**config.mk**
```make
export PLATFORM = sky130hd
export DESIGN_NAME = bsb_seq
export DESIGN_NICKNAME = d
export VERILOG_FILES = /design/src/rtl/bsb_pkg.sv /design/src/rtl/bsb_div.sv /design/src/rtl/bsb_seq.sv
export SDC_FILE = /design/constraint.sdc
export NUM_CORES = 1
export LEC_CHECK = 0
export ABC_AREA = 0
export BUFFER_PORTS_ARGS = -buffer_cell sky130_fd_sc_hd__buf_2
export CORE_MARGIN = 5
export CORE_UTILIZATION = 55
export DETAILED_ROUTE_END_ITERATION = 10
export GPL_ROUTABILITY_DRIVEN = 0
export PLACE_DENSITY = 0.79
export SYNTH_ARGS = -nofsm -noshare
export SYNTH_HDL_FRONTEND = slang
export SYNTH_SLANG_ARGS = --single-unit
```
**constraint.sdc**
```tcl
create_clock -name clk -period 7.19 [get_ports clk]
set_clock_uncertainty 0.1 [all_clocks]
set_input_delay 0.719 -clock clk [delete_from_list [all_inputs] [get_ports clk]]
set_output_delay 0.719 -clock clk [all_outputs]
set_load 0.05 [all_outputs]
```
**src/rtl/bsb_pkg.sv**
```systemverilog
`default_nettype none

package bsb_pkg;

  // field widths of the stream words and registers
  localparam int PIX_W = 8;
  localparam int CMD_W = 2;
  localparam int COL_W = 8;
  localparam int ROW_W = 6;
  localparam int RAD_W = 5;
  localparam int WID_W = 9;
  localparam int HGT_W = 7;

  // input tdata layout, lowest bit first
  localparam int COL_LSB     = 0;
  localparam int ROW_LSB     = COL_LSB + COL_W;
  localparam int ALPHA_LSB   = ROW_LSB + ROW_W;
  localparam int IN_FIELDS_W = ALPHA_LSB + PIX_W;
  localparam int IN_TDATA_W  = ((IN_FIELDS_W + 7) / 8) * 8;

  localparam int CFG_DATA_W = 32;
  localparam int CFG_ADDR_W = 4;

  localparam int DEF_MAX_WIDTH  = 256;
  localparam int DEF_MAX_HEIGHT = 64;
  localparam int DEF_MAX_RADIUS = 31;

  localparam logic [RAD_W-1:0] RST_RADIUS = 5'd0;
  localparam logic [WID_W-1:0] RST_WIDTH  = 9'd256;
  localparam logic [HGT_W-1:0] RST_HEIGHT = 7'd64;

  typedef enum logic [CMD_W-1:0] {
    CMD_STORE = 2'd0,
    CMD_RUN   = 2'd1,
    CMD_READ  = 2'd2
  } cmd_t;

  typedef enum logic [1:0] {
    REG_RADIUS = 2'd0,
    REG_WIDTH  = 2'd1,
    REG_HEIGHT = 2'd2
  } reg_idx_t;

  // blur sequencer status toward the command front end
  typedef struct packed {
    logic busy;
    logic done;
  } run_stat_t;

endpackage

`default_nettype wire

```
**src/rtl/bsb_div.sv**
```systemverilog
`default_nettype none

// restoring divider, one quotient bit per cycle; dividend < 2^PIX_W * divisor
module bsb_div import bsb_pkg::*; #(
  parameter int WIN_W = 6,
  parameter int SUM_W = PIX_W + WIN_W
) (
  input  wire               clk,
  input  wire               rst_n,
  input  wire               start,
  input  wire [SUM_W-1:0]   dividend,
  input  wire [WIN_W-1:0]   divisor,
  output logic [PIX_W-1:0]  quot,
  output logic              done
);

  localparam int STEP_W = $clog2(PIX_W);

  logic [SUM_W-1:0]  rem_r;
  logic [SUM_W-1:0]  dsh_r;
  logic [PIX_W-1:0]  quot_r;
  logic [STEP_W-1:0] cnt_r;
  logic              busy_r;
  logic              done_r;
  logic              fits;

  assign fits = (rem_r >= dsh_r);
  assign quot = quot_r;
  assign done = done_r;

  always_ff @(posedge clk) begin
    if (!rst_n) begin
      busy_r <= 1'b0;
      done_r <= 1'b0;
      cnt_r  <= '0;
    end else begin
      done_r <= 1'b0;
      if (start) begin
        busy_r <= 1'b1;
        cnt_r  <= STEP_W'(PIX_W - 1);
      end else if (busy_r) begin
        cnt_r <= cnt_r - STEP_W'(1);
        if (cnt_r == '0) begin
          busy_r <= 1'b0;
          done_r <= 1'b1;
        end
      end
    end
  end

  always_ff @(posedge clk) begin
    if (start) begin
      rem_r <= dividend;
      dsh_r <= SUM_W'(divisor) << (PIX_W - 1);
    end else if (busy_r) begin
      if (fits) begin
        rem_r <= rem_r - dsh_r;
      end
      quot_r <= {quot_r[PIX_W-2:0], fits};
      dsh_r  <= dsh_r >> 1;
    end
  end

endmodule

`default_nettype wire

```
**src/rtl/bsb_seq.sv**
```systemverilog
`default_nettype none

// two-pass sliding-sum sequencer around one shared divider
module bsb_seq import bsb_pkg::*; #(
  parameter int MAX_WIDTH  = DEF_MAX_WIDTH,
  parameter int MAX_HEIGHT = DEF_MAX_HEIGHT,
  parameter int MAX_RADIUS = DEF_MAX_RADIUS,
  localparam int DIM_MAX = (MAX_WIDTH > MAX_HEIGHT) ? MAX_WIDTH : MAX_HEIGHT,
  localparam int CNT_W   = $clog2(DIM_MAX + 1),
  localparam int R_W     = $clog2(MAX_RADIUS + 1),
  localparam int WIN_W   = $clog2(2 * MAX_RADIUS + 2),
  localparam int SUM_W   = PIX_W + WIN_W,
  localparam int POS_W   = $clog2(DIM_MAX + MAX_RADIUS + 1) + 1,
  localparam int DEPTH   = MAX_WIDTH * MAX_HEIGHT,
  localparam int ADDR_W  = (DEPTH > 1) ? $clog2(DEPTH) : 1
) (
  input  wire                clk,
  input  wire                rst_n,
  input  wire                start,
  input  wire [R_W-1:0]      radius,
  input  wire [CNT_W-1:0]    eff_w,
  input  wire [CNT_W-1:0]    eff_h,
  output run_stat_t          stat,
  output logic [ADDR_W-1:0]  raddr,
  output logic               img_re,
  output logic               scr_re,
  input  wire [PIX_W-1:0]    img_rdata,
  input  wire [PIX_W-1:0]    scr_rdata,
  output logic [ADDR_W-1:0]  waddr,
  output logic [PIX_W-1:0]   wdata,
  output logic               img_we,
  output logic               scr_we
);

  typedef enum logic [2:0] {
    S_IDLE,
    S_FILL,
    S_FILL_END,
    S_GO,
    S_SUB,
    S_SUBCAP,
    S_WAIT
  } state_t;

  function automatic logic [CNT_W-1:0] clamp_pos(input logic signed [POS_W-1:0] p,
                                                 input logic [CNT_W-1:0] n);
    logic signed [POS_W-1:0] n_s;
    n_s = $signed(POS_W'(n));
    if (p < 0) return '0;
    else if (p >= n_s) return n - CNT_W'(1);
    else return CNT_W'(p);
  endfunction

  function automatic logic [ADDR_W-1:0] mk_addr(input logic [CNT_W-1:0] row_i,
                                                input logic [CNT_W-1:0] col_i);
    return ADDR_W'(row_i) * ADDR_W'(MAX_WIDTH) + ADDR_W'(col_i);
  endfunction

  state_t                  state_r, state_nxt;
  logic                    pass_r, pass_nxt;
  logic [CNT_W-1:0]        line_r, line_nxt;
  logic [CNT_W-1:0]        pos_r, pos_nxt;
  logic signed [POS_W-1:0] k_r, k_nxt;
  logic [SUM_W-1:0]        sum_r, sum_nxt;
  logic [PIX_W-1:0]        add_r, add_nxt;
  logic [PIX_W-1:0]        sub_r, sub_nxt;
  logic                    rd_pend_r, rd_pend_nxt;
  logic                    done_r, done_nxt;

  logic [CNT_W-1:0]        n_len, n_lines, rpos;
  logic signed [POS_W-1:0] pos_s, r_s;
  logic [PIX_W-1:0]        src_rdata, quot;
  logic                    rd_go, wr_go, div_start, div_done;
  logic [WIN_W-1:0]        win;

  assign n_len     = pass_r ? eff_h : eff_w;
  assign n_lines   = pass_r ? eff_w : eff_h;
  assign pos_s     = $signed(POS_W'(pos_r));
  assign r_s       = $signed(POS_W'(radius));
  assign win       = WIN_W'({radius, 1'b1});
  assign src_rdata = pass_r ? scr_rdata : img_rdata;

  bsb_div #(
    .WIN_W (WIN_W),
    .SUM_W (SUM_W)
  ) u_div (
    .clk      (clk),
    .rst_n    (rst_n),
    .start    (div_start),
    .dividend (sum_r),
    .divisor  (win),
    .quot     (quot),
    .done     (div_done)
  );

  always_comb begin
    state_nxt   = state_r;
    pass_nxt    = pass_r;
    line_nxt    = line_r;
    pos_nxt     = pos_r;
    k_nxt       = k_r;
    sum_nxt     = sum_r;
    add_nxt     = add_r;
    sub_nxt     = sub_r;
    rd_pend_nxt = 1'b0;
    done_nxt    = 1'b0;
    rd_go       = 1'b0;
    wr_go       = 1'b0;
    div_start   = 1'b0;
    rpos        = clamp_pos(k_r, n_len);

    // window fill reads land in the cycle after issue
    if (rd_pend_r) begin
      sum_nxt = sum_r + SUM_W'(src_rdata);
    end

    case (state_r)
      S_IDLE: begin
        if (start) begin
          if (radius == '0) begin
            done_nxt = 1'b1;
          end else begin
            pass_nxt  = 1'b0;
            line_nxt  = '0;
            k_nxt     = -r_s;
            sum_nxt   = '0;
            state_nxt = S_FILL;
          end
        end
      end
      S_FILL: begin
        rd_go       = 1'b1;
        rd_pend_nxt = 1'b1;
        k_nxt       = k_r + POS_W'(1);
        if (k_r == r_s) begin
          state_nxt = S_FILL_END;
        end
      end
      S_FILL_END: begin
        pos_nxt   = '0;
        state_nxt = S_GO;
      end
      S_GO: begin
        div_start = 1'b1;
        rd_go     = 1'b1;
        rpos      = clamp_pos(pos_s + r_s + POS_W'(1), n_len);
        state_nxt = S_SUB;
      end
      S_SUB: begin
        add_nxt   = src_rdata;
        rd_go     = 1'b1;
        rpos      = clamp_pos(pos_s - r_s, n_len);
        state_nxt = S_SUBCAP;
      end
      S_SUBCAP: begin
        sub_nxt   = src_rdata;
        state_nxt = S_WAIT;
      end
      S_WAIT: begin
        if (div_done) begin
          wr_go   = 1'b1;
          sum_nxt = sum_r + SUM_W'(add_r) - SUM_W'(sub_r);
          if (pos_r == n_len - CNT_W'(1)) begin
            pos_nxt = '0;
            k_nxt   = -r_s;
            sum_nxt = '0;
            if (line_r == n_lines - CNT_W'(1)) begin
              line_nxt = '0;
              if (pass_r) begin
                done_nxt  = 1'b1;
                state_nxt = S_IDLE;
              end else begin
                pass_nxt  = 1'b1;
                state_nxt = S_FILL;
              end
            end else begin
              line_nxt  = line_r + CNT_W'(1);
              state_nxt = S_FILL;
            end
          end else begin
            pos_nxt   = pos_r + CNT_W'(1);
            state_nxt = S_GO;
          end
        end
      end
      default: begin
        state_nxt = S_IDLE;
      end
    endcase
  end

  always_ff @(posedge clk) begin
    if (!rst_n) begin
      state_r   <= S_IDLE;
      pass_r    <= 1'b0;
      line_r    <= '0;
      pos_r     <= '0;
      k_r       <= '0;
      rd_pend_r <= 1'b0;
      done_r    <= 1'b0;
    end else begin
      state_r   <= state_nxt;
      pass_r    <= pass_nxt;
      line_r    <= line_nxt;
      pos_r     <= pos_nxt;
      k_r       <= k_nxt;
      rd_pend_r <= rd_pend_nxt;
      done_r    <= done_nxt;
    end
  end

  always_ff @(posedge clk) begin
    sum_r <= sum_nxt;
    add_r <= add_nxt;
    sub_r <= sub_nxt;
  end

  // horizontal pass walks rows, vertical pass walks columns
  assign raddr  = pass_r ? mk_addr(rpos, line_r) : mk_addr(line_r, rpos);
  assign waddr  = pass_r ? mk_addr(pos_r, line_r) : mk_addr(line_r, pos_r);
  assign wdata  = quot;
  assign img_re = rd_go & ~pass_r;
  assign scr_re = rd_go & pass_r;
  assign img_we = wr_go & pass_r;
  assign scr_we = wr_go & ~pass_r;

  assign stat.busy = (state_r != S_IDLE);
  assign stat.done = done_r;

endmodule

`default_nettype wire

```
==> flow_summary_export.csv <==
group,metric,value,unit
critical_path,critPathMostFrequentCell,"ha_1",
floorplan,design.core.area,0.0171,sq mm
status,status,"complete, no violations",
final_layout,num_antenna_cells,0,
place,io_buffer_count,83,
critical_path,crit_required,6.37,ns
drt,wire_per_inst,18.5,microns
drt,drc_errors,0,
min_path,min_path_type,"flop to flop",
clock_tree,clockBufferDepth,2,
floorplan,die_w,141,microns
min_path,hold_start,"u_div.quot[1]$_DFFE_PP_",
floorplan,rows,48,
synth,synth_common_cells,"93 x ha_1, 89 x inv_1, 83 x nor2_1",
floorplan,initial_core_util,55.3,%
clock_tree,cts_max_level,3,
critical_path,cp-end-kind,"primary output",
synth,synth_fp_nets,1242,
critical_path,slowest_delay,0.64,ns
drt,via_per_inst,6.08,
synth,ys_seq_area_share,26.5,%
final_layout,layoutNonFillerInstCount,1373,
synth,synth_flop_cell,"dfxtp_1",
clock_tree,ctsHoldBuffers,0,
sta,fin_crit,6.46,ns
drt,via_count,8345,
synth,syn_area,0.00946,sq mm
final_layout,syn_to_final_growth,8.55,%
power,max-vdd-ir-drop,0.000162,V
min_path,whs_path_depth,0,
job,maxCapViolations,0,
synth,synth_edf_count,43,
sta,tightest_slew,1.22,ns
synth,synth_most_common_cell,"ha_1",
sta,slew_headroom,18.9,%
synth,syn_avg_cell_area,8.64,sq um
critical_path,cp_top_family,"compound AO/OA/AOI/OAI gates",
clock_tree,clk_pin_slew,0.07,ns
synth,yosysUniqueCellTypes,81,
drt,wl,25.4,mm
drt,initialDrtViolationCount,681,
synth,syn_inst,1095,
sta,setup_viol,0,
clock_tree,cts_num_sinks,104,
clock_tree,cts_root_buf,"clkbuf_16",
drt,detail_route.first_pass.iterations,6,
critical_path,worstSetupStartpoint,"pos_r[1]$_SDFFE_PN0P_",
critical_path,worstRegToRegCells,10,
grt,grt_pass1_wl,40.2,mm
clock_tree,cts_resized,0,
grt,grt_max_degree,45,
floorplan,die_h,141,microns
drt,drtAntennaViolNets,0,
grt,antenna_found_initial,0,
sta,finalCritPeriodShare,89.8,%
power,p_leak,4.37,nW
grt,grt_usage,25.0,%
critical_path,path_class,"flop to primary output",
clock_tree,post-cts-setup-buffers,0,
critical_path,crit_buf_inv,2,
place,hpwl,19.4,mm
critical_path,timing.rr.start,"pass_r$_SDFFE_PN0P_",
critical_path,cpMaxStageDelayCell,"dfxtp_1",
clock_tree,cts_tree,"yes",
clock_tree,cts_made_buffers,9,
power,p_per_area,203,mW/mm^2
final_layout,layout-drive-gt1-share,13.2,%
critical_path,crit_path_start_kind,"flop",
synth,async_flop_share,0,%
grt,gr-total-overflow,0,
sta,rsz0062_at_grt,"false",
critical_path,critical_path.max_fanout,11,
final_layout,nNetsFinal,1290,
floorplan,dieArea,0.0199,sq mm
floorplan,io_pins,84,
place,place_inst,1357,
critical_path,worstPathCellList,"inv_1 > fa_1 > o21bai_1 > a21oi_1 > o21bai_1 > nand4_1 > xnor2_1 > ha_1 > and4_1 > a221o_1 > nor2_1 > o21ai_0 > a22oi_1 > o211ai_1 > ha_1 > ha_1 > nand3_1 > xnor2_1 > nand2_1 > o21ai_0 > buf_2",
critical_path,crit_arrival,5.64,ns
critical_path,path_depth,21,
sta,setup_tns,0,ns
sta,hold_violations,0,
synth,synthTopCellsByArea,"edfxtp_1 14%, dfxtp_1 13%, ha_1 12%, xnor2_1 5.9%, mux2i_1 4.1%",
grt,grt_pass1_vias,8139,
sta,slew_viol_final,0,
synth,yosysWarningCount,0,
sta,fmax,0.155,GHz
synth,yosys.area.top_type_share,13.6,%
synth,ys_ff_latch,104,
synth,yosysTopAreaCell,"edfxtp_1",
clock_tree,clk_latency,0.35,ns
[worst paths after layout]
path	to	slack, ns
max	raddr[12]	0.73
min	u_div.quot[2]$_DFFE_PP_	0.35
max reg2reg	line_r[7]$_SDFFE_PN0P_	2.98
min reg2reg	u_div.quot[2]$_DFFE_PP_	0.35
[sequential cells by signal, indices dropped and copies added (netlist names), 8 cells and up]
signal and flops:
pos_r 9, u_div.dsh_r 13, add_r 8, line_r 9, u_div.rem_r 14, sub_r 8
k_r 10, u_div.quot 8, sum_r 14
[stage by stage]
step	hold WS [ns]	util, %	cell area (sq um)	worst slack [ns]	power [mW]
5_1_grt	0.369	60.0	10300	0.453	2.21
4_1_cts	0.354	60.0	10300	0.830	2.08
6_report	0.347	60.0	10300	0.735	2.08
3_3_place_gp	0.332	58.4	9990	1.06	1.58
3_5_place_dp	0.330	58.4	9990	0.988	1.60
2_1_floorplan	0.364	-	9460	0.790	1.40
[metal layers]
| metal | global-route usage [%] | share of wire, % |
|---|---|---|
| met5 | 0 | 0 |
| met3 | 4.04 | 5.9 |
| met2 | 41.4 | 47 |
| met4 | 12.9 | 4.4 |
| met1 | 31.3 | 42 |
[logic make-up (layout without fill, tap and decap cells)]
family	Yosys count	count (layout)	share of synthesized area [%]
adders and majority gates	105	105	14.8
and+or+nand+nor	319	319	17.2
muxes	64	64	7.10
AOI/OAI and AO/OA	259	259	17.9
buffers and inverters	142	195	5.96
DFF	104	104	26.5
xor gates and xnor gates	102	102	10.5
[cells in the final DEF, fill, tap and decap left out, types with 39 or more instances in the layout]
master and count:
buf_2 83, nand2_1 67, mux2i_1 39, xnor2_1 64, ha_1 93, inv_1 89
a21oi_1 67, o21ai_0 61, nor2_1 83, dfxtp_1 60, edfxtp_1 43
[layout make-up]
type	instances	area, sq um
Fill cell	1489	6840
Multi-Input combinational cell	849	6390
Sequential cell	104	2510
Timing Repair Buffer	90	468
Inverter	89	334
Tap cell	225	282
Clock buffer	12	258
Clock inverter	4	26.3
[power breakdown]
| group | internal [mW] | switching, mW | leakage, nW | total, mW |
|---|---|---|---|---|
| sequential | 0.669 | 0.0701 | 0.886 | 0.739 |
| clock | 0.257 | 0.222 | 0.143 | 0.479 |
| combinational | 0.341 | 0.525 | 3.34 | 0.866 |
No activity file was read; power rests on OpenSTA's default activity.
